==> config.mk <==
export PLATFORM = sky130hd
export DESIGN_NAME = awch_fill
export DESIGN_NICKNAME = d
export VERILOG_FILES = /design/src/design/archive_word_cipher_and_hash_unit_defines.svh /design/src/design/awch_pkg.sv /design/src/design/awch_fill.sv
export SDC_FILE = /design/constraint.sdc
export NUM_CORES = 1
export LEC_CHECK = 0
export BUFFER_PORTS_ARGS = -buffer_cell sky130_fd_sc_hd__buf_2
export CAP_MARGIN = 10
export CORE_MARGIN = 3
export CORE_UTILIZATION = 64
export DETAILED_ROUTE_END_ITERATION = 7
export PLACE_DENSITY_LB_ADDON = 0.3
export SETUP_SLACK_MARGIN = 0.3
export SLEW_MARGIN = 40
export SYNTH_ARGS = -nofsm -noshare
export SYNTH_HDL_FRONTEND = slang
export SYNTH_SLANG_ARGS = --single-unit
==> constraint.sdc <==
create_clock -name i_clk -period 5.8 [get_ports i_clk]
set_input_delay 0.29 -clock i_clk [delete_from_list [all_inputs] [get_ports i_clk]]
set_output_delay 0.29 -clock i_clk [all_outputs]
set_load 0.01 [all_outputs]
==> src/design/archive_word_cipher_and_hash_unit_defines.svh <==
// Assertion macros for the archive word cipher and hash unit.
// Used by the top level; expects i_clk and i_rst_n in the enclosing scope.
`ifndef ARCHIVE_WORD_CIPHER_AND_HASH_UNIT_DEFINES_SVH
`define ARCHIVE_WORD_CIPHER_AND_HASH_UNIT_DEFINES_SVH
`ifndef NO_ASSERTIONS
// same-cycle implication
`define AWCH_ASSERT_IMP(lbl, ante, cons) \
    lbl: assert property (@(posedge i_clk) disable iff (!i_rst_n) (ante) |-> (cons)) \
        else $error("awch check failed");
// next-cycle implication
`define AWCH_ASSERT_NXT(lbl, ante, cons) \
    lbl: assert property (@(posedge i_clk) disable iff (!i_rst_n) (ante) |=> (cons)) \
        else $error("awch check failed");
`else
`define AWCH_ASSERT_IMP(lbl, ante, cons)
`define AWCH_ASSERT_NXT(lbl, ante, cons)
`endif
`endif

==> src/design/awch_pkg.sv <==
// Package for the archive word cipher and hash unit: constants, types and
// the byte fold and key step functions. No dependencies.
package awch_pkg;

    localparam int WORD_W    = 32;
    localparam int ROM_DEPTH = 1280;
    localparam int ROM_AW    = 11;
    localparam int BYTE_W    = 8;

    // table generator: s = (s * 125 + 3) mod 0x2AAAAB, with 0x2AAAAB = (2^23 + 1) / 3
    localparam int               LCG_W      = 22;
    localparam int               LCG_XW     = 29;
    localparam int               LCG_QW     = 7;
    localparam int               LCG_DW     = 23;
    localparam int               LCG_QSHIFT = 23;
    localparam logic [LCG_W-1:0] LCG_SEED   = 22'h100001;
    localparam logic [LCG_W-1:0] LCG_MOD    = 22'h2AAAAB;
    localparam int               LCG_MUL    = 125;
    localparam int               LCG_ADD    = 3;
    localparam int               COL_W      = 8;
    localparam int               ROW_W      = 3;
    localparam logic [ROW_W-1:0] ROW_LAST   = 3'd4;
    localparam logic [COL_W-1:0] COL_LAST   = 8'hFF;

    localparam logic [WORD_W-1:0] HASH_ONE_INIT = 32'h7FED7FED;
    localparam logic [WORD_W-1:0] SEED_TWO_INIT = 32'hEEEEEEEE;
    localparam logic [WORD_W-1:0] KEY_ADD       = 32'h11111111;
    localparam logic [WORD_W-1:0] SEED_ADD      = 32'd3;
    localparam int                KEY_SHL       = 21;
    localparam int                KEY_SHR       = 11;
    localparam int                SEED_SHL      = 5;
    // decrypt lookups use table quarter 0x400
    localparam logic [ROM_AW-BYTE_W-1:0] KEY_QUARTER = 3'b100;

    localparam logic [BYTE_W-1:0] CHAR_SLASH  = 8'h2F;
    localparam logic [BYTE_W-1:0] CHAR_BSLASH = 8'h5C;
    localparam logic [BYTE_W-1:0] CHAR_BELOW_A = 8'h60;
    localparam logic [BYTE_W-1:0] CHAR_ABOVE_Z = 8'h7B;
    localparam logic [BYTE_W-1:0] CASE_DELTA  = 8'h20;

    localparam logic ACT_DECRYPT = 1'b0;
    localparam logic ACT_HASH    = 1'b1;

    typedef enum logic [2:0] {
        FILL_MUL,
        FILL_QUO,
        FILL_REM,
        FILL_FIX,
        FILL_DONE
    } t_fill_state;

    typedef struct packed {
        logic              we;
        logic [ROM_AW-1:0] addr;
        logic [WORD_W-1:0] data;
    } t_fill_wr;

    typedef struct packed {
        logic              action;
        logic              start;
        logic [WORD_W-1:0] key;
        logic [WORD_W-1:0] data;
        logic [BYTE_W-1:0] chr;
    } t_item;

    typedef struct packed {
        logic [WORD_W-1:0] word;
        logic              is_hash;
    } t_result;

    function automatic logic [BYTE_W-1:0] fold_byte(input logic [BYTE_W-1:0] c);
        logic [BYTE_W-1:0] f;
        f = (c == CHAR_SLASH) ? CHAR_BSLASH : c;
        if (f > CHAR_BELOW_A && f < CHAR_ABOVE_Z) begin
            f = f - CASE_DELTA;
        end
        return f;
    endfunction

    function automatic logic [WORD_W-1:0] key_next(input logic [WORD_W-1:0] k);
        return ((~k << KEY_SHL) + KEY_ADD) | (k >> KEY_SHR);
    endfunction

endpackage

==> src/design/awch_fill.sv <==
// Crypt table fill sequencer: runs the table generator after reset and
// writes the 1280 words. Depends on awch_pkg.
module awch_fill (
    input  logic               i_clk,
    input  logic               i_rst_n,
    output awch_pkg::t_fill_wr o_wr,
    output logic               o_done
);
    import awch_pkg::*;

    t_fill_state        r_state, n_state;
    logic [LCG_W-1:0]   r_seed;
    logic [LCG_XW-1:0]  r_x;
    logic [LCG_QW-1:0]  r_q;
    logic [LCG_DW-1:0]  r_d;
    logic [15:0]        r_hi;
    logic               r_phase;
    logic [COL_W-1:0]   r_col;
    logic [ROW_W-1:0]   r_row;
    logic [LCG_W-1:0]   fix;
    logic               last;

    // the quotient estimate is exact or one too high: add the modulus back if negative
    assign fix  = r_d[LCG_DW-1] ? LCG_W'(r_d + LCG_DW'(LCG_MOD)) : r_d[LCG_W-1:0];
    assign last = (r_col == COL_LAST) && (r_row == ROW_LAST);

    always_comb begin
        n_state = r_state;
        case (r_state)
            FILL_MUL:  n_state = FILL_QUO;
            FILL_QUO:  n_state = FILL_REM;
            FILL_REM:  n_state = FILL_FIX;
            FILL_FIX:  n_state = (r_phase && last) ? FILL_DONE : FILL_MUL;
            FILL_DONE: n_state = FILL_DONE;
            default:   n_state = FILL_DONE;
        endcase
    end

    always_comb begin
        o_wr.we   = 1'b0;
        o_done    = 1'b0;
        case (r_state)
            FILL_FIX:  o_wr.we = r_phase;
            FILL_DONE: o_done  = 1'b1;
            default: begin
                o_wr.we = 1'b0;
                o_done  = 1'b0;
            end
        endcase
        o_wr.addr = ROM_AW'({r_row, r_col});
        o_wr.data = {r_hi, fix[15:0]};
    end

    always_ff @(posedge i_clk) begin
        if (!i_rst_n) begin
            r_state <= FILL_MUL;
            r_seed  <= LCG_SEED;
            r_phase <= 1'b0;
            r_col   <= '0;
            r_row   <= '0;
        end else begin
            r_state <= n_state;
            if (r_state == FILL_FIX) begin
                r_seed  <= fix;
                r_phase <= !r_phase;
                if (r_phase) begin
                    if (r_row == ROW_LAST) begin
                        r_row <= '0;
                        r_col <= r_col + COL_W'(1);
                    end else begin
                        r_row <= r_row + ROW_W'(1);
                    end
                end
            end
        end
    end

    always_ff @(posedge i_clk) begin
        case (r_state)
            FILL_MUL: begin
                r_x <= LCG_XW'(LCG_XW'(r_seed) * LCG_XW'(LCG_MUL)) + LCG_XW'(LCG_ADD);
            end
            FILL_QUO: begin
                r_q <= LCG_QW'(((LCG_XW + 1)'(r_x) + ((LCG_XW + 1)'(r_x) << 1)) >> LCG_QSHIFT);
            end
            FILL_REM: begin
                r_d <= LCG_DW'((LCG_XW + 1)'(r_x) - (LCG_XW + 1)'(r_q) * (LCG_XW + 1)'(LCG_MOD));
            end
            FILL_FIX: begin
                if (!r_phase) begin
                    r_hi <= fix[15:0];
                end
            end
            default: begin
            end
        endcase
    end

endmodule

# After elaboration in Yosys (flattened, before gate mapping)
# Cells that the tools add are included.
# W data, S select, Z words.
# totals
word_cells,37
reg_bits,112
in_bits,2
# op_classes
eq_ne,6
bitwise,1
reduce_logical,7
mul,2
n_addsub,6
muxes,6
# ops
cell,n
$add A29 B30 Y30,1
$add A29 B2 Y29 const B,1
$mul A22 B7 Y29 const B,1
$mul A7 B22 Y23 const B,1
$sub A23 B23 Y23,1
$add A22 B22 Y22 const B,1
$mux W22,1
$pmux W3 S4,1
$add A8 B1 Y8 const B,1
$eq A8 B8 Y1 const B,1
$eq A3 B2 Y1 const B,2
$eq A3 B3 Y1 const B,2
$mux W3,2
$reduce_and A2 Y1,2
$add A3 B1 Y3 const B,1
$eq A3 B1 Y1 const B,1
$logic_not A3 Y1,1
$reduce_and A3 Y1,1
$logic_and A1 B1 Y1,2
$mux W1,2
$logic_not A1 Y1,1
$not A1 Y1,1

# Depth between registers and ports, before layout
# Gate-level depths: netlist of run 1.
# depth
ltp_word,5
mapped_depth,17

# Least setup slack after synthesis of run 1
# OpenSTA, ideal clock, no wires.
# synth_path
path_type,register to register
from,register r_q[1]
to,"register r_d[20], data pin"
arrival_time_ns,4.466
required_time_ns,5.534
setup_time_ns,0.266
path_stages_with_launch,17
path_buffers,0
slack_ns,1.069
cell_sequence,edfxtp_1 ha_1 inv_1 fa_1 inv_1 fa_1 fa_1 inv_1 ha_1 and4_1 nand2_1 a21oi_2 nor4_2 o21ai_2 a311oi_4 nor4b_1 or3b_1
# synth_via
elab_chain_cells,2
# synth_rtl
item,line,text
"start, declared",awch_fill.sv:14,logic [LCG_QW-1:0] r_q;
"start signal, assigned",awch_fill.sv:84,r_q <= LCG_QW'(((LCG_XW + 1)'(r_x) + ((LCG_XW + 1)'(r_x) << 1)) >> LCG_QSHIFT);
$mul A7 B22 Y23,awch_fill.sv:87,r_d <= LCG_DW'((LCG_XW + 1)'(r_x) - (LCG_XW + 1)'(r_q) * (LCG_XW + 1)'(LCG_MOD));
$sub A23 B23 Y23,awch_fill.sv:87,
"end signal, assigned",awch_fill.sv:87,
"end, declared",awch_fill.sv:15,logic [LCG_DW-1:0] r_d;
# No other way between the ends.
# A chain may end at the register's enable or synchronous reset.

# Worst setup path in the final report of run 1
# layout_path
from,register r_seed[1]
to,"register r_x[28], data pin"
# layout_via
elab_chain_cells,2
# layout_rtl
item,line,text
"start, declared",awch_fill.sv:12,logic [LCG_W-1:0] r_seed;
"start signal, assigned",awch_fill.sv:64,r_seed <= fix;
$mul A22 B7 Y29,awch_fill.sv:81,r_x <= LCG_XW'(LCG_XW'(r_seed) * LCG_XW'(LCG_MUL)) + LCG_XW'(LCG_ADD);
$add A29 B2 Y29,awch_fill.sv:81,
"end signal, assigned",awch_fill.sv:81,
"end, declared",awch_fill.sv:13,logic [LCG_XW-1:0] r_x;
# No other way between the ends.

==> results of run 1 <==
-- registers in the layout (all words and copies together), names as in the netlist --
signal	count
r_x	29
r_row	3
r_seed	22
r_q	7
r_d	23
r_phase	1
r_state	3
r_hi	16
r_col	8
-- cell families (layout without fill, tap and decap cells) --
logic type      Yosys count  after routing
simple gates            189            189
buf+inv                 239            277
fa+ha+maj               265            265
flops                   112            112
compound gates          228            228
xor+xnor                 81             81
mux                       3              3
-- layout make-up --
class                   count  area [um2]
clock buffers               9       225.2
inverters                 209       784.5
repair buffers             52       275.3
multi-input cells         766        7418
well taps                 225       281.5
flip-flops and latches    112        2993
clock inverters             7       86.33
fillers                  1313        5233
-- cells in the mapped netlist (6+ instances only) --
master | number | share of area
clkbuf_1 | 11 | 0.0036
a21oi_1 | 66 | 0.029
nor2_1 | 61 | 0.020
inv_1 | 207 | 0.068
ha_1 | 145 | 0.16
a21o_1 | 22 | 0.015
nor3_1 | 18 | 0.0079
and3_1 | 6 | 0.0033
o21bai_1 | 7 | 0.0046
nand4_1 | 11 | 0.0061
o21ai_0 | 41 | 0.018
a211oi_1 | 20 | 0.013
nand3_1 | 12 | 0.0053
dfxtp_1 | 37 | 0.065
o31ai_1 | 6 | 0.0040
xnor2_1 | 55 | 0.042
nand2_1 | 44 | 0.015
a31oi_1 | 10 | 0.0055
edfxtp_1 | 75 | 0.20
buf_4 | 16 | 0.011
o211ai_1 | 7 | 0.0046
xor2_1 | 26 | 0.020
o21a_1 | 16 | 0.011
fa_1 | 120 | 0.21
-- through the flow --
step | setup WS [ps] | std cells | area [um2]
floorplan | 1069 | 1117 | 11350
global placement | 776.8 | 1364 | 11740
detailed placement | 654.1 | 1364 | 11740
CTS | 631.9 | 1380 | 12060
global route | 348.5 | 1380 | 12060
finish | 666.5 | 1380 | 12060
-- worst paths after layout --
path                            slack [ps]      start  cells after the start         to
worst max-delay path                   670  r_seed[1]                     15    r_x[28]
worst min-delay path                   220    i_rst_n                      2  r_seed[0]
worst max register to register         670  r_seed[1]                     15    r_x[28]
worst min register to register         510   r_row[2]                      2   r_row[2]
-- worst max-delay path: stages (launching register included) --
cell and delay, ps:
dfxtp_1 490, inv_1 160, fa_1 580, fa_1 450, fa_1 490, fa_1 520, inv_1 40, ha_1 380
a21oi_1 180, o21ai_0 100, a21oi_1 190, a31oi_1 160, o311ai_0 560, a31oi_1 260, a31oi_1 240, xnor2_1 90
-- repair_timing --
action                                 CTS  global route
hold buffers                             0             0
endpoints found under the hold margin    0             0
setup endpoints to repair                0             1
gates resized for setup                  0             1
-- metal layers --
metal | global-route usage | vias up | share of wire
met2 | 0.4541 | 226 | 0.50
met3 | 0.04586 | 59 | 0.047
met4 | 0.1117 | 0 | 0.037
met1 | 0.3540 | 3970 | 0.42
met5 | 0 | - | 0
li1 | - | 3839 | -
==> results.toml, run 1 <==
[outcome]
status = "finished, final reports clean"

[route]
drt-total-wl_um = 24760
wl_per_cell_um = 17.94
routed-via-count = 8094
routed_via_density = 5.865
drtAntennaViolNets = 0
drtIter0Drc = 498
dr.pass1.iters = 5
drc_errors = 0

[floorplanning]
core_area_um2 = 17300
initial_core_util = 0.6560
dieArea_um2 = 19360
rows = 48
die_y_um = 139.1
dieWidth_um = 139.1
io_pins = 47

[critical_path]
crit_required_ps = 5920
start_kind = "flop"
crit_type = "reg2reg"
end_kind = "flop"
crit_path_max_fanout = 6
arrival_ps = 5250

[run]
max_cap_viol_count = 0

[yosys]
yosysUniqueCellTypes = 65
synth_xor_area_frac = 0.06253
syn_area_per_cell_um2 = 10.16
syn_nets = 1384
synth_top_family_by_area = "adder cells"
ys_seq_area_frac = 0.2638
synth_edf_count = 75
ys.flop_type = "edfxtp_1"
muxShareOfSynthArea = 0.002647
syn-instance-count = 1117
ys_seq_elements = 112
async_flop_share = 0
yosysWarnings = 0
synth_compound_area_frac = 0.1320
synth_simple_gate_area_frac = 0.08271
synthAdderAreaFrac = 0.3716
synth_area_um2 = 11350

[timing]
max_freq_ghz = 0.1948
setup_violations = 0
fin_crit_sh = 0.8851
fin_worst_hold_slack_ps = 217.9
worstMarginPinSlew_ps = 724.3
max_slew_margin = 0.5166
setup_tns_ps = 0
fin_crit_ps = 5133
clock_skew_ps = 16.73
rsz0062_at_grt = "false"
slew_violations = 0
final-hold-violation-count = 0

[cts]
cts_buffers = 9
clock-sinks = 112
root_buffer = "clkbuf_16"
cts.clk_slew.worst_paths_ps = 90
ctsLongestPathBuffers = 2
clk_latency_ps = 370
cts_tree = "built"
cts_setup_buffers = 0
ctsHtreeMaxLevel = 3

[placed_design]
dp_hpwl_um = 20420
gp_congestion = 0.9230
port_buffers = 46

[global_route]
track_usage = 0.2716
grt_pass1_vias = 8388
grt_pass1_wl_um = 42170
antenna_found_initial = 0
grt_overflow = 0
grt_max_degree = 36

[finish]
final_common_cell = "inv_1"
final_core_util = 0.6975
drive_above_1_share = 0.07619
syn_to_final_growth_pct = 6.330
layout.nets = 1417
mostFrequentLayoutCells = "207 x inv_1, 145 x ha_1, 119 x fa_1"
diodes = 0

[hold_path]
min_path_type = "in2reg"
Power of run 1 is left out: the tool's default activity adds up to more than one toggle a clock period on the data nets, which glitch-free logic cannot reach.
==> run 2: changes to the inputs <==
CORE_UTILIZATION = 65   (was 64)
clock period = 6 ns   (was 5.8 ns; I/O delays follow)
==> run 2 against run 1 <==
Clock skew is 1.2 ps higher; register-to-register slack gained 260 ps; highest routed layer unchanged; final cell count shrank 0.51%; flip-flop and latch count did not move; via count decreased by 1.1%.
==> results.toml, run 2 (synthesis gave the netlist of run 1 again) <==
[cts]
cts_setup_buffers = 0
clock-sinks = 112
cts.clk_slew.worst_paths_ps = 80
cts_resized = 0
ctsHtreeMaxLevel = 3
hold_buffers = 0
root_buffer = "clkbuf_16"
cts_tree = "built"
clk_latency_ps = 370
ctsLongestPathBuffers = 2
cts_buffers = 9

[timing]
clock_skew_ps = 17.95
setup_tns_ps = 0
fin_crit_ps = 5078
fin_crit_sh = 0.8464
final-hold-violation-count = 0
fin_worst_hold_slack_ps = 215.7
slew_violations = 0
setup_violations = 0
max_slew_margin = 0.4459
rsz0062_at_grt = "false"
max_freq_ghz = 0.1969
worstMarginPinSlew_ps = 825.3

[hold_path]
min_path_type = "in2reg"

[critical_path]
crit_type = "reg2reg"
crit_required_ps = 6110
end_kind = "flop"
slowest_stage = "fa_1"
start_kind = "flop"
crit_path_max_fanout = 8
critPathMaxStageDelay_ps = 800
path_cells = "ha_1, inv_1, fa_1, inv_1, fa_1, fa_1, inv_1, ha_1, a21oi_1, o21a_1, o21ai_0, o311ai_0, nand2_1, a21oi_1, o21ai_0, xor2_1"
arrival_ps = 5190

[outcome]
status = "finished, final reports clean"

[placed_design]
dp_hpwl_um = 20130
port_buffers = 46
gp_congestion = 0.9401

[floorplanning]
core_area_um2 = 16820
initial_core_util = 0.6746
io_pins = 47
die_y_um = 138.1
dieArea_um2 = 19080
rows = 47
dieWidth_um = 138.1

[route]
drc_errors = 0
routed-via-count = 8009
drt-total-wl_um = 24090
drtAntennaViolNets = 0
dr.pass1.iters = 5
routed_via_density = 5.833
drtIter0Drc = 435
wl_per_cell_um = 17.54

[finish]
reg_top3 = "r_x (29), r_d (23), r_seed (22)"
mostFrequentLayoutCells = "207 x inv_1, 145 x ha_1, 120 x fa_1"
final_common_cell = "inv_1"
regMostFlops = "r_x"
layout.nets = 1415
largest_register_ffs = 29
final_core_util = 0.7153
drive_above_1_share = 0.07372
diodes = 0
syn_to_final_growth_pct = 6.032

[run]
max_cap_viol_count = 0

[global_route]
track_usage = 0.2598
grt_overflow = 0
grt_pass1_wl_um = 40230
grt_max_degree = 36
grt_pass1_vias = 8079
antenna_found_initial = 0
## run 2: metal layers
layer | part of all wire | up-vias | track usage
met1 | 0.43 | 3937 | 0.3548
met4 | 0.031 | 0 | 0.09360
met5 | 0 | - | 0
met3 | 0.044 | 41 | 0.02728
met2 | 0.49 | 194 | 0.4353
li1 | - | 3837 | -
## run 2: final cells by class
cell class / instances / area, um2
multi-input cells: 766 / 7405
fillers: 1215 / 4788
flip-flops and latches: 112 / 2993
inverters: 209 / 785.8
well taps: 220 / 275.3
repair buffers: 50 / 260.3
clock buffers: 9 / 225.2
clock inverters: 7 / 86.33
## run 2: path summary, 6_finish.rpt
kind | start | endpoint | slack [ps] | depth (start not counted)
min | i_rst_n | r_seed[0] | 220 | 2
max reg2reg | r_q[1] | r_d[21] | 920 | 16
max | r_q[1] | r_d[21] | 920 | 16
min reg2reg | r_row[2] | r_row[2] | 510 | 2
## run 2: metrics by stage
stage          instance area, um2  cells  setup slack [ps]
4_1_cts                     12030   1373             919.4
3_5_place_dp                11720   1357             943.0
6_report                    12030   1373             921.7
3_3_place_gp                11720   1357              1067
5_1_grt                     12030   1373             477.4
2_1_floorplan               11350   1117              1269
## run 2: worst max-delay path: cells and delay by family (launching register included)
family	cells	cell delay, ps
adder cells (fa/ha/maj)	5	2320
AO/OA/AOI/OAI	6	1540
flip-flops	1	440
buffers and inverters	3	270
XOR/XNOR	1	160
AND/OR/NAND/NOR	1	100
Power of run 2 is left out for the same reason.
