## src/design/archive_word_cipher_and_hash_unit_defines.svh

```systemverilog
// Assertion macros for the archive word cipher and hash unit.
// Used by the top level; expects i_clk and i_rst_n in the enclosing scope.
`ifndef ARCHIVE_WORD_CIPHER_AND_HASH_UNIT_DEFINES_SVH
`define ARCHIVE_WORD_CIPHER_AND_HASH_UNIT_DEFINES_SVH
`ifndef NO_ASSERTIONS
// same-cycle implication
`define AWCH_ASSERT_IMP(lbl, ante, cons) \
    lbl: assert property (@(posedge i_clk) disable iff (!i_rst_n) (ante) |-> (cons)) \
        else $error("awch check failed");
// next-cycle implication
`define AWCH_ASSERT_NXT(lbl, ante, cons) \
    lbl: assert property (@(posedge i_clk) disable iff (!i_rst_n) (ante) |=> (cons)) \
        else $error("awch check failed");
`else
`define AWCH_ASSERT_IMP(lbl, ante, cons)
`define AWCH_ASSERT_NXT(lbl, ante, cons)
`endif
`endif

```

## src/design/awch_pkg.sv

```systemverilog
// Package for the archive word cipher and hash unit: constants, types and
// the byte fold and key step functions. No dependencies.
package awch_pkg;

    localparam int WORD_W    = 32;
    localparam int ROM_DEPTH = 1280;
    localparam int ROM_AW    = 11;
    localparam int BYTE_W    = 8;

    // table generator: s = (s * 125 + 3) mod 0x2AAAAB, with 0x2AAAAB = (2^23 + 1) / 3
    localparam int               LCG_W      = 22;
    localparam int               LCG_XW     = 29;
    localparam int               LCG_QW     = 7;
    localparam int               LCG_DW     = 23;
    localparam int               LCG_QSHIFT = 23;
    localparam logic [LCG_W-1:0] LCG_SEED   = 22'h100001;
    localparam logic [LCG_W-1:0] LCG_MOD    = 22'h2AAAAB;
    localparam int               LCG_MUL    = 125;
    localparam int               LCG_ADD    = 3;
    localparam int               COL_W      = 8;
    localparam int               ROW_W      = 3;
    localparam logic [ROW_W-1:0] ROW_LAST   = 3'd4;
    localparam logic [COL_W-1:0] COL_LAST   = 8'hFF;

    localparam logic [WORD_W-1:0] HASH_ONE_INIT = 32'h7FED7FED;
    localparam logic [WORD_W-1:0] SEED_TWO_INIT = 32'hEEEEEEEE;
    localparam logic [WORD_W-1:0] KEY_ADD       = 32'h11111111;
    localparam logic [WORD_W-1:0] SEED_ADD      = 32'd3;
    localparam int                KEY_SHL       = 21;
    localparam int                KEY_SHR       = 11;
    localparam int                SEED_SHL      = 5;
    // decrypt lookups use table quarter 0x400
    localparam logic [ROM_AW-BYTE_W-1:0] KEY_QUARTER = 3'b100;

    localparam logic [BYTE_W-1:0] CHAR_SLASH  = 8'h2F;
    localparam logic [BYTE_W-1:0] CHAR_BSLASH = 8'h5C;
    localparam logic [BYTE_W-1:0] CHAR_BELOW_A = 8'h60;
    localparam logic [BYTE_W-1:0] CHAR_ABOVE_Z = 8'h7B;
    localparam logic [BYTE_W-1:0] CASE_DELTA  = 8'h20;

    localparam logic ACT_DECRYPT = 1'b0;
    localparam logic ACT_HASH    = 1'b1;

    typedef enum logic [2:0] {
        FILL_MUL,
        FILL_QUO,
        FILL_REM,
        FILL_FIX,
        FILL_DONE
    } t_fill_state;

    typedef struct packed {
        logic              we;
        logic [ROM_AW-1:0] addr;
        logic [WORD_W-1:0] data;
    } t_fill_wr;

    typedef struct packed {
        logic              action;
        logic              start;
        logic [WORD_W-1:0] key;
        logic [WORD_W-1:0] data;
        logic [BYTE_W-1:0] chr;
    } t_item;

    typedef struct packed {
        logic [WORD_W-1:0] word;
        logic              is_hash;
    } t_result;

    function automatic logic [BYTE_W-1:0] fold_byte(input logic [BYTE_W-1:0] c);
        logic [BYTE_W-1:0] f;
        f = (c == CHAR_SLASH) ? CHAR_BSLASH : c;
        if (f > CHAR_BELOW_A && f < CHAR_ABOVE_Z) begin
            f = f - CASE_DELTA;
        end
        return f;
    endfunction

    function automatic logic [WORD_W-1:0] key_next(input logic [WORD_W-1:0] k);
        return ((~k << KEY_SHL) + KEY_ADD) | (k >> KEY_SHR);
    endfunction

endpackage

```

## src/design/awch_datapath.sv

```systemverilog
// Second stage: decrypt and hash arithmetic on the looked-up table word,
// with the running seed registers. Depends on awch_pkg.
module awch_datapath (
    input  logic                  i_clk,
    input  logic                  i_rst_n,
    input  awch_pkg::t_item       i_item,
    input  logic [31:0]           i_rom_word,
    input  logic                  i_adv,
    output awch_pkg::t_result     o_result
);
    import awch_pkg::*;

    logic [WORD_W-1:0] r_dseed;
    logic [WORD_W-1:0] r_hseed_one;
    logic [WORD_W-1:0] r_hseed_two;
    logic [WORD_W-1:0] d_seed0, d_seed, d_plain, d_seed_nx;
    logic [WORD_W-1:0] h_one0, h_two0, h_one, h_two, h_one_nx, h_two_nx;
    logic              chr_nz;

    always_comb begin
        d_seed0   = i_item.start ? SEED_TWO_INIT : r_dseed;
        d_seed    = d_seed0 + i_rom_word;
        d_plain   = i_item.data ^ (i_item.key + d_seed);
        d_seed_nx = d_plain + d_seed + (d_seed << SEED_SHL) + SEED_ADD;

        h_one0    = i_item.start ? HASH_ONE_INIT : r_hseed_one;
        h_two0    = i_item.start ? SEED_TWO_INIT : r_hseed_two;
        h_one_nx  = i_rom_word ^ (h_one0 + h_two0);
        h_two_nx  = WORD_W'(i_item.chr) + h_one_nx + h_two0 + (h_two0 << SEED_SHL) + SEED_ADD;
        // a zero byte ends the name: hold the seeds
        chr_nz    = (i_item.chr != '0);
        h_one     = chr_nz ? h_one_nx : h_one0;
        h_two     = chr_nz ? h_two_nx : h_two0;

        o_result.is_hash = (i_item.action == ACT_HASH);
        o_result.word    = (i_item.action == ACT_HASH) ? h_one : d_plain;
    end

    always_ff @(posedge i_clk) begin
        if (!i_rst_n) begin
            r_dseed     <= SEED_TWO_INIT;
            r_hseed_one <= HASH_ONE_INIT;
            r_hseed_two <= SEED_TWO_INIT;
        end else if (i_adv) begin
            if (i_item.action == ACT_HASH) begin
                r_hseed_one <= h_one;
                r_hseed_two <= h_two;
            end else begin
                r_dseed <= d_seed_nx;
            end
        end
    end

endmodule

```

## config.mk

```make
export PLATFORM = sky130hd
export DESIGN_NAME = awch_datapath
export DESIGN_NICKNAME = d
export VERILOG_FILES = /design/src/design/archive_word_cipher_and_hash_unit_defines.svh /design/src/design/awch_pkg.sv /design/src/design/awch_datapath.sv
export SDC_FILE = /design/constraint.sdc
export NUM_CORES = 1
export LEC_CHECK = 0
export BUFFER_PORTS_ARGS = -buffer_cell sky130_fd_sc_hd__buf_2
export CAP_MARGIN = 20
export CORE_ASPECT_RATIO = 1.75
export CORE_MARGIN = 4
export CORE_UTILIZATION = 45
export DETAILED_ROUTE_END_ITERATION = 16
export MAX_ROUTING_LAYER = met4
export PLACE_DENSITY = 0.7
export SETUP_SLACK_MARGIN = 0.5
export SLEW_MARGIN = 40
export SYNTH_ARGS = -nofsm -noshare
export SYNTH_HDL_FRONTEND = slang
export SYNTH_SLANG_ARGS = --single-unit
export TNS_END_PERCENT = 20
```

## constraint.sdc

```tcl
create_clock -name i_clk -period 12.8 [get_ports i_clk]
set_clock_uncertainty 0.15 [all_clocks]
set_input_delay 0.64 -clock i_clk [delete_from_list [all_inputs] [get_ports i_clk]]
set_output_delay 0.64 -clock i_clk [all_outputs]
set_load 0.01 [all_outputs]
```

Word-level counts from Yosys, hierarchy flattened
Cells that the tools add are included.
{"block": "totals", "register_bits": 96, "latchBits": 0, "ramBits": 0, "rom_bits": 0, "output_inout_bits": 33, "mem_count": 0}
{"block": "classes", "addsub": 10, "mul": 0, "n_div": 0, "magnitude_cmp": 0, "n_eq_ne": 0, "n_shift": 0, "mux": 6, "bitwise_logic": 3, "n_reduce_logical": 3}
{"operator": "32-bit adder", "count": 7}
{"operator": "32-bit 2-to-1 mux", "count": 6}
{"operator": "32-bit by 2-bit adder with 32-bit output (second input constant)", "count": 2}
{"operator": "32-bit XOR", "count": 2}
{"operator": "8-bit by 32-bit adder with 32-bit output", "count": 1}
{"operator": "8-bit nonzero test", "count": 1}
{"operator": "2-bit AND reduction", "count": 2}
{"operator": "1-bit NOT", "count": 1}

Logic depth before layout (Yosys ltp)
Gate-level depths: netlist of run 1.
{"block": "logic_depth", "depth_word": 8, "mapped_depth": 36, "depth_no_buf": 33}

Worst setup path after synthesis of run 1
OpenSTA, ideal clock, no wires.
{"block": "synth_timing", "path_type": "input-to-reg", "from": "input i_item[72] (netlist name)", "to": "register r_dseed[31]", "arrival_time_ns": 7.532, "setup_slack_ns": 4.974, "stages": 36, "path_buffers": 3, "path_cell_list": "clkbuf_1 -> clkbuf_1 -> clkbuf_1 -> or2_2 -> ha_1 -> a21o_1 -> a41oi_1 -> a31oi_1 -> a21o_1 -> a21o_1 -> and2_1 -> o21a_1 -> nor2_1 -> xnor2_1 -> ha_1 -> a21o_1 -> a21o_1 -> a21o_1 -> nand3_1 -> nand2_1 -> a2111oi_4 -> o31ai_1 -> a21oi_1 -> xnor2_1 -> fa_1 -> ha_1 -> a21o_1 -> a21o_1 -> a21o_1 -> or3_1 -> nor3_1 -> nor3_1 -> a211oi_1 -> xnor3_1 -> nand2_1 -> o2111ai_1"}
{"block": "synth_via", "elab_chain_cells": 7}
{"element": "start: declaration", "line": "awch_datapath.sv:6", "rtl": "input awch_pkg::t_item i_item,"}
{"element": "32-bit 2-to-1 mux *", "line": "awch_datapath.sv:21", "rtl": "d_seed0 = i_item.start ? SEED_TWO_INIT : r_dseed;"}
{"element": "32-bit adder *", "line": "awch_datapath.sv:22", "rtl": "d_seed = d_seed0 + i_rom_word;"}
{"element": "32-bit adder", "line": "awch_datapath.sv:23", "rtl": "d_plain = i_item.data ^ (i_item.key + d_seed);"}
{"element": "32-bit XOR", "line": "awch_datapath.sv:23"}
{"element": "32-bit adder", "line": "awch_datapath.sv:24", "rtl": "d_seed_nx = d_plain + d_seed + (d_seed << SEED_SHL) + SEED_ADD;"}
{"element": "32-bit adder *", "line": "awch_datapath.sv:24"}
{"element": "32-bit by 2-bit adder with 32-bit output *", "line": "awch_datapath.sv:24"}
{"element": "end signal: assignment", "line": "awch_datapath.sv:49", "rtl": "r_dseed <= d_seed_nx;"}
{"element": "end: declaration", "line": "awch_datapath.sv:13", "rtl": "logic [WORD_W-1:0] r_dseed;"}
Every way passes the cells marked *; elsewhere a longest branch is shown, timed or not.
A chain may end at the register's enable or synchronous reset.

Worst setup path in the final report of run 1
Same ends and word-level chain as after synthesis.

==> results.json, run 1 <==
{
  "synth_top_area_share_pct": 16.6,
  "cts.clk_slew.worst_paths_ps": 70,
  "dr_total_vias": 13600,
  "post-route-util_pct": 50.3,
  "grt_usage_pct": 25.6,
  "drt_iter0_drc": 855,
  "max_freq_mhz": 120,
  "cts_inserted_buffers": 9,
  "ios": 142,
  "startpoint_type": "input pin",
  "holdPathStages": 2,
  "slew_violations": 0,
  "drv_cap": 0,
  "wl_microns": 43900,
  "hold_end": "r_dseed[0]$_SDFFE_PN0P_",
  "r2r-start": "r_dseed[0]$_SDFFE_PN0P_",
  "yosysTopAreaCell": "ha_1",
  "fin_crit_ps": 8360,
  "drc": 0,
  "endpoint_kind": "flop",
  "async_flop_share_pct": 0,
  "nFillCells": 3138,
  "r2r-end": "r_dseed[31]$_SDFFE_PN1P_",
  "holdCritPathClass": "flop to flop",
  "layout-drive-gt1-share_pct": 14.0,
  "antenna_found_initial": 1,
  "cts-hold-fix-buffers": 0,
  "maxSlewHeadroom_pct": 45.2,
  "cts.sinks": 96,
  "netlist_area_sq_um": 14500,
  "first_pass_iters": 5,
  "critPathRequiredTime_ps": 12850,
  "cpMaxStageDelayCell": "buf_4",
  "worstRegToRegCells": 33,
  "synth_common_cells": "ha_1, nand2_1, a21oi_1, xnor2_1, inv_1",
  "antenna_left": 0,
  "synth_edf_count": 0,
  "core_sq_um": 31600,
  "yosysMostFrequentCell": "ha_1",
  "synth.distinct_cells": 82,
  "status": "finished, final reports clean",
  "max_stage_delay_ps": 680,
  "whs_ps": 314,
  "cp_max_fo": 80,
  "place_ws_ps": 4110,
  "grt_pass1_wl_microns": 70300,
  "grt_pass1_vias": 13800,
  "r2r_slack_ps": 4650,
  "gp_congestion": 0.934,
  "rows": 86,
  "synth_fp_nets": 2191,
  "nets": 2299,
  "period_share_pct": 65.3,
  "finalSetupViolCount": 0,
  "hold_path.startpoint": "r_dseed[0]$_SDFFE_PN0P_",
  "finalHoldViolCount": 0,
  "synth_flop_cell": "dfxtp_1",
  "port_buffers": 141,
  "cts_buffer_depth": 2,
  "grt.overflow.total": 0,
  "grt_max_degree": 89,
  "cts_root_buf": "clkbuf_16",
  "post_cts_buffers": 0,
  "fp.dieArea_sq_um": 35300,
  "avgSynthCellArea_sq_um": 7.94,
  "dpl.hpwl_microns": 35500,
  "floorplan.die.height_microns": 246,
  "yosys_warnings": 0,
  "vias_per_cell": 5.82,
  "drt-wirelength-per-cell_microns": 18.8,
  "htreeDepth": 3,
  "initial_utilization_pct": 45.9,
  "ctsResizeCount": 0,
  "clk_latency_ps": 370,
  "arrival_ps": 8410,
  "fin_tns_setup_ps": 0,
  "tightest_slew_ps": 822,
  "ys_seq_area_share_pct": 13.2,
  "synthToLayoutAreaGrowth_pct": 9.59,
  "synthTopCellsByArea": "ha_1, dfxtp_1, fa_1, xnor2_1, a21oi_1",
  "fin_ws_ps": 4440,
  "synthCells": 1826,
  "crit_type": "input pin to flop",
  "die_x_microns": 144,
  "cts_tree": "built",
  "rsz0062_at_grt": "false",
  "ys_ff_latch": 96
}
metal layers:
layer | vias to the layer above | track usage (%) | share of wire, %
li1 | 6702 | - | -
met1 | 6439 | 28.7 | 40
met2 | 340 | 45.6 | 52
met3 | 113 | 1.95 | 3.3
met4 | 0 | 12.0 | 5.0
met5 | - | - | 0
worst max-delay path by stage:
stage	from	end	depth (start not counted)
after CTS	i_item[72]	r_dseed[31]$_SDFFE_PN1P_	29
after global routing	i_item[72]	r_dseed[31]$_SDFFE_PN1P_	33
after global placement	i_item[72]	r_dseed[31]$_SDFFE_PN1P_	34
after floorplan	i_item[72]	r_dseed[31]$_SDFFE_PN1P_	36
after detailed placement	i_item[72]	r_dseed[31]$_SDFFE_PN1P_	29
final	i_item[72]	r_dseed[31]$_SDFFE_PN1P_	32
flip-flops by register name (all words and copies together), names as in the netlist:
signal / count
r_dseed: 32
r_hseed_one: 32
r_hseed_two: 32
stage by stage:
step                instances  instance area, sq um
finish                   2336                 15900
global route             2336                 15900
CTS                      2335                 15900
detailed placement       2319                 15600
global placement         2319                 15600
floorplan                1826                 14500
kinds of logic after synthesis:
logic type      count (synthesis)  share of synthesized area [%]
compound gates                534                           24.6
fa+ha+maj                     256                           25.4
buf+inv                       178                           4.64
xor+xnor                      203                           12.4
mux                            17                           1.19
flops                          96                           13.2
simple gates                  542                           18.5
layout by cell type, fill, tap and decap left out, drive strengths merged, types with 34 or more instances in the layout:
master  netlist  layout
a21o         72      72
ha          192     192
xor2         64      64
nand2       170     170
nor2        104     104
o211ai       34      34
a21oi       141     141
o22ai        42      42
inv         124     124
dfxtp        96      96
xnor2       137     137
buf          10     151
or2          76      76
nor2b        42      42
fa           64      64
o21ai        92      92
layout make-up:
type                       count  area [sq um]  area share [%]
multi-input combinational   1552         11900            75.0
sequential                    96          1920            12.1
timing repair buffer         151           785            4.93
tap                          396           495            3.12
inverter                     124           465            2.93
clock buffer                  13           260            1.64
clock inverter                 3          40.0           0.252
antenna                        1          2.50          0.0157
critical path, delay by kind of cell:
| kind | cells | cell delay (ps) |
|---|---|---|
| AOI/OAI and AO/OA | 13 | 2720 |
| and+or+nand+nor | 11 | 1980 |
| adders and majority gates | 4 | 1630 |
| buffers and inverters | 2 | 980 |
| xor gates and xnor gates | 2 | 440 |
Power of run 1 is not shown: default switching activity piles up to over one toggle a cycle in this logic, so the estimate is an artifact.
==> run 2, diff against run 1 <==
==> constraint.sdc (replaced) <==
create_clock -name i_clk -period 8.5 [get_ports i_clk]
set_clock_uncertainty 0.15 [all_clocks]
set_input_delay 0.425 -clock i_clk [delete_from_list [all_inputs] [get_ports i_clk]]
set_output_delay 0.425 -clock i_clk [all_outputs]
set_load 0.01 [all_outputs]
==> run 2 against run 1 <==
Effect of this change: flip-flop and latch count unchanged; non-clock buffer count increased by 10; die area unchanged; count of clock-buffer cells in the layout increased by 1.
==> results.json, run 2 (synthesized netlist as in run 1, its figures left out) <==
{
  "status": "finished, final reports clean",
  "cts_root_buf": "clkbuf_16",
  "cts_tree": "built",
  "fin_tns_setup_ps": 0,
  "final-seq-area_sq_um": 1920,
  "grt_pass1_vias": 13900,
  "wl_microns": 44100,
  "dr_total_vias": 13800,
  "die_x_microns": 144,
  "critPathBufInv": 1,
  "cpMaxStageDelayCell": "a2111oi_4",
  "drc": 0,
  "nFillCells": 3127,
  "reg.largest.list": "r_dseed x32, r_hseed_one x32, r_hseed_two x32",
  "startpoint_type": "flop",
  "grt_usage_pct": 25.4,
  "met1_usage_pct": 27.7,
  "final_common_cell": "ha_1",
  "grt_pass1_wl_microns": 69900,
  "htreeDepth": 3,
  "met2_usage_pct": 45.3,
  "max_freq_mhz": 132,
  "drt-wirelength-per-cell_microns": 18.8,
  "cpLargestDelayFamily": "compound AO/OA/AOI/OAI gates",
  "rsz0062_at_grt": "false",
  "port_buffers": 141,
  "fp.dieArea_sq_um": 35300,
  "crit_type": "flop to flop",
  "layout_common_cells": "ha_1, nand2_1, buf_2",
  "slew_violations": 0,
  "fin_crit_ps": 7560,
  "cts.sinks": 96,
  "drt_iter0_drc": 660,
  "core_sq_um": 31600,
  "holdCritPathClass": "input pin to flop",
  "cp_max_fo": 6,
  "grt_util_met3_pct": 1.73,
  "vias_per_cell": 5.86,
  "finalSetupViolCount": 0,
  "initial_utilization_pct": 45.9,
  "max_stage_delay_ps": 450,
  "ios": 142,
  "synthToLayoutAreaGrowth_pct": 10.8,
  "drv_cap": 0,
  "endpoint_kind": "flop",
  "cts_inserted_buffers": 9,
  "tightest_slew_ps": 823,
  "layout-drive-gt1-share_pct": 15.1,
  "rows": 86,
  "antenna_left": 0,
  "cts_buffer_depth": 2,
  "first_pass_iters": 5,
  "finalHoldViolCount": 0,
  "nets": 2309,
  "grt-busiest-layer": "met2",
  "cts-hold-fix-buffers": 0,
  "grt.overflow.total": 0,
  "cts.clk_slew.worst_paths_ps": 70,
  "antenna_found_initial": 1,
  "dpl.hpwl_microns": 35800,
  "multi_input_area_sq_um": 12000,
  "grt_max_degree": 68,
  "gp_congestion": 1.00,
  "arrival_ps": 7610,
  "clk_latency_ps": 360,
  "period_share_pct": 88.9,
  "critPathRequiredTime_ps": 8550,
  "floorplan.die.height_microns": 246,
  "maxSlewHeadroom_pct": 45.1
}
## run 2: what timing repair did
item	4_1_cts	5_1_grt
endpoints found under the hold margin	0	0
buffers inserted	0	3
gates resized for setup	0	16
setup endpoints to repair	0	6
## run 2: layout make-up
| type | instances | area share [%] |
|---|---|---|
| multi-input cells | 1552 | 74.7 |
| flip-flops and latches | 96 | 12.0 |
| repair buffers | 161 | 5.32 |
| well taps | 396 | 3.08 |
| inverters | 124 | 2.90 |
| clock buffers | 14 | 1.77 |
| clock inverters | 2 | 0.218 |
| diodes | 1 | 0.0156 |
## run 2: metrics by stage
stage / util [%] / hold slack (ps) / setup slack [ps] / cell area [sq um] / instances
after floorplan: - / 280 / 889 / 14500 / 1826
after global placement: 49.4 / 291 / 394 / 15600 / 2326
after detailed placement: 49.4 / 296 / 293 / 15600 / 2326
after CTS: 50.5 / 251 / 558 / 16000 / 2342
after global routing: 50.8 / 273 / 473 / 16100 / 2346
final: 50.8 / 257 / 941 / 16100 / 2346
## run 2: worst paths after layout
check	endpoint	cells after the start	startpoint	slack (ps)
max	r_dseed[31]$_SDFFE_PN1P_	31	r_dseed[0]$_SDFFE_PN0P_	940
min	r_dseed[0]$_SDFFE_PN0P_	4	i_item[40]	260
max reg2reg	r_dseed[31]$_SDFFE_PN1P_	31	r_dseed[0]$_SDFFE_PN0P_	940
min reg2reg	r_hseed_one[6]$_SDFFE_PN1P_	2	r_hseed_one[6]$_SDFFE_PN1P_	310
## run 2: worst reg2reg max path: cells and delay by family (launching register included)
kind / cells / cell delay [ps]
flip-flops: 1 / 330
buffers and inverters: 1 / 60
AND/OR/NAND/NOR: 9 / 1810
adder cells (fa/ha/maj): 5 / 1780
XOR/XNOR: 2 / 470
AO/OA/AOI/OAI: 14 / 2800
## run 2: layer usage
metal  share of wire [%]  routed length [microns]
met3                 3.8                     1680
met2                  52                    22700
met5                   0                        0
met1                  38                    16900
met4                 6.4                     2820
Power of run 2 is left out for the same reason.
==> run 3, diff against run 2 <==
--- a/config.mk
+++ b/config.mk
@@ -7,7 +7,6 @@
 export LEC_CHECK = 0
 export BUFFER_PORTS_ARGS = -buffer_cell sky130_fd_sc_hd__buf_2
 export CAP_MARGIN = 20
-export CORE_ASPECT_RATIO = 1.75
 export CORE_MARGIN = 4
 export CORE_UTILIZATION = 45
 export DETAILED_ROUTE_END_ITERATION = 16
==> run 3 against run 2 <==
Effect of this change: cell count shrank 0.17%; largest cell class unchanged; global-route usage shrank 1.3 points; wire length shrank 4.8%; fmax grew 0.54%; via count shrank 2.8%; utilization shrank 0.51 points; sequential share of layout area grew 0.089 points; first-iteration DRC count grew 46%.
==> results.json, run 3 (synthesized netlist as in run 1, its figures left out) <==
{
  "ios": 142,
  "rsz0062_at_grt": "false",
  "drt-wirelength-per-cell_microns": 17.9,
  "gp_congestion": 0.960,
  "final_common_cell": "ha_1",
  "fin_crit_ps": 7520,
  "dpl.hpwl_microns": 33700,
  "cts_buffer_depth": 2,
  "grt_pass1_vias": 12900,
  "arrival_ps": 7570,
  "holdCritPathClass": "input pin to flop",
  "final-seq-area_sq_um": 1920,
  "r2r_slack_ps": 980,
  "n_antenna_cell": 0,
  "cts_inserted_buffers": 9,
  "status": "finished, final reports clean",
  "htreeDepth": 3,
  "r2r-start": "r_dseed[1]$_SDFFE_PN1P_",
  "nets": 2301,
  "cts-hold-fix-buffers": 0,
  "clk_latency_ps": 370,
  "endpoint_kind": "flop",
  "layout_common_cells": "ha_1, nand2_1, buf_2",
  "synthToLayoutAreaGrowth_pct": 10.0,
  "vias_per_cell": 5.71,
  "reg.largest.list": "r_dseed x32, r_hseed_one x32, r_hseed_two x32",
  "antenna_found_initial": 1,
  "nFillCells": 3076,
  "worstRegToRegCells": 31,
  "fin_ws_ps": 981,
  "hold_path.startpoint": "i_adv",
  "floorplan.die.height_microns": 188,
  "finalSetupViolCount": 0,
  "multi_input_area_sq_um": 12000,
  "grt_pass1_wl_microns": 67800,
  "post-route-util_pct": 50.3,
  "maxSlewHeadroom_pct": 48.3,
  "layout-drive-gt1-share_pct": 14.6,
  "cts.sinks": 96,
  "wl_microns": 42000,
  "rows": 65,
  "r2r-end": "r_dseed[30]$_SDFFE_PN1P_",
  "cts_tree": "built",
  "max_freq_mhz": 133,
  "cp_max_fo": 6,
  "path_common_cell": "a21o_1",
  "cpMaxStageDelayCell": "fa_1",
  "grt.overflow.total": 0,
  "critPathRequiredTime_ps": 8550,
  "port_buffers": 141,
  "slew_violations": 0,
  "drc": 0,
  "antenna_left": 0,
  "hold_end": "r_hseed_one[22]$_SDFFE_PN1P_",
  "die_x_microns": 188,
  "tightest_slew_ps": 775,
  "grt_max_degree": 97,
  "drt_iter0_drc": 961,
  "holdPathStages": 2,
  "cts_root_buf": "clkbuf_16",
  "startpoint_type": "flop",
  "cts.clk_slew.worst_paths_ps": 70,
  "grt_usage_pct": 24.1,
  "place_ws_ps": 377,
  "drv_cap": 0,
  "finalHoldViolCount": 0,
  "max_stage_delay_ps": 490,
  "period_share_pct": 88.5,
  "fin_tns_setup_ps": 0,
  "first_pass_iters": 5,
  "core_sq_um": 31700,
  "fp.dieArea_sq_um": 35200,
  "initial_utilization_pct": 45.7,
  "crit_type": "flop to flop",
  "dr_total_vias": 13400
}
## run 3: how the worst max path moves through the flow
stage	to	depth (start not counted)	startpoint
floorplan	r_dseed[31]$_SDFFE_PN1P_	36	i_item[72]
global placement	r_dseed[31]$_SDFFE_PN1P_	34	i_item[72]
detailed placement	r_dseed[31]$_SDFFE_PN1P_	34	i_item[72]
CTS	r_dseed[31]$_SDFFE_PN1P_	33	r_dseed[0]$_SDFFE_PN0P_
global route	r_dseed[31]$_SDFFE_PN1P_	33	r_dseed[0]$_SDFFE_PN0P_
finish	r_dseed[30]$_SDFFE_PN1P_	31	r_dseed[1]$_SDFFE_PN1P_
## run 3: area by class of cell
type,instances,share of cell area (%)
Timing Repair Buffer,153,5.01
Clock buffer,14,1.53
Multi-Input combinational cell,1552,75.3
Inverter,124,2.92
Clock inverter,1,0.0314
Tap cell,402,3.15
Sequential cell,96,12.0
## run 3: what timing repair did
| action | 4_1_cts | 5_1_grt |
|---|---|---|
| hold endpoints to repair | 0 | 0 |
| setup buffers | 0 | 1 |
| resized for setup | 0 | 19 |
| setup endpoints to repair | 0 | 5 |
## run 3: metrics by stage
| stage | hold WS, ps | instances | cell area (sq um) |
|---|---|---|---|
| 6_report | 238 | 2342 | 16000 |
| 4_1_cts | 231 | 2341 | 15900 |
| 5_1_grt | 254 | 2342 | 16000 |
| 3_5_place_dp | 295 | 2326 | 15600 |
| 2_1_floorplan | 280 | 1826 | 14500 |
| 3_3_place_gp | 289 | 2326 | 15600 |
## run 3: worst max-delay path: cells and delay by family, from the launching register on
kind / cells / cell delay (ps)
flops: 1 / 310
compound gates: 14 / 2630
xor+xnor: 3 / 860
fa+ha+maj: 4 / 1440
simple gates: 10 / 1970
## run 3: layer usage
| layer | GRT usage, % | wire length (microns) | vias up |
|---|---|---|---|
| li1 | - | - | 6725 |
| met1 | 31.8 | 19200 | 6211 |
| met2 | 39.5 | 19600 | 378 |
| met3 | 1.95 | 1960 | 65 |
| met4 | 7.68 | 1300 | 0 |
| met5 | - | 0 | - |
Power of run 3 is left out for the same reason.
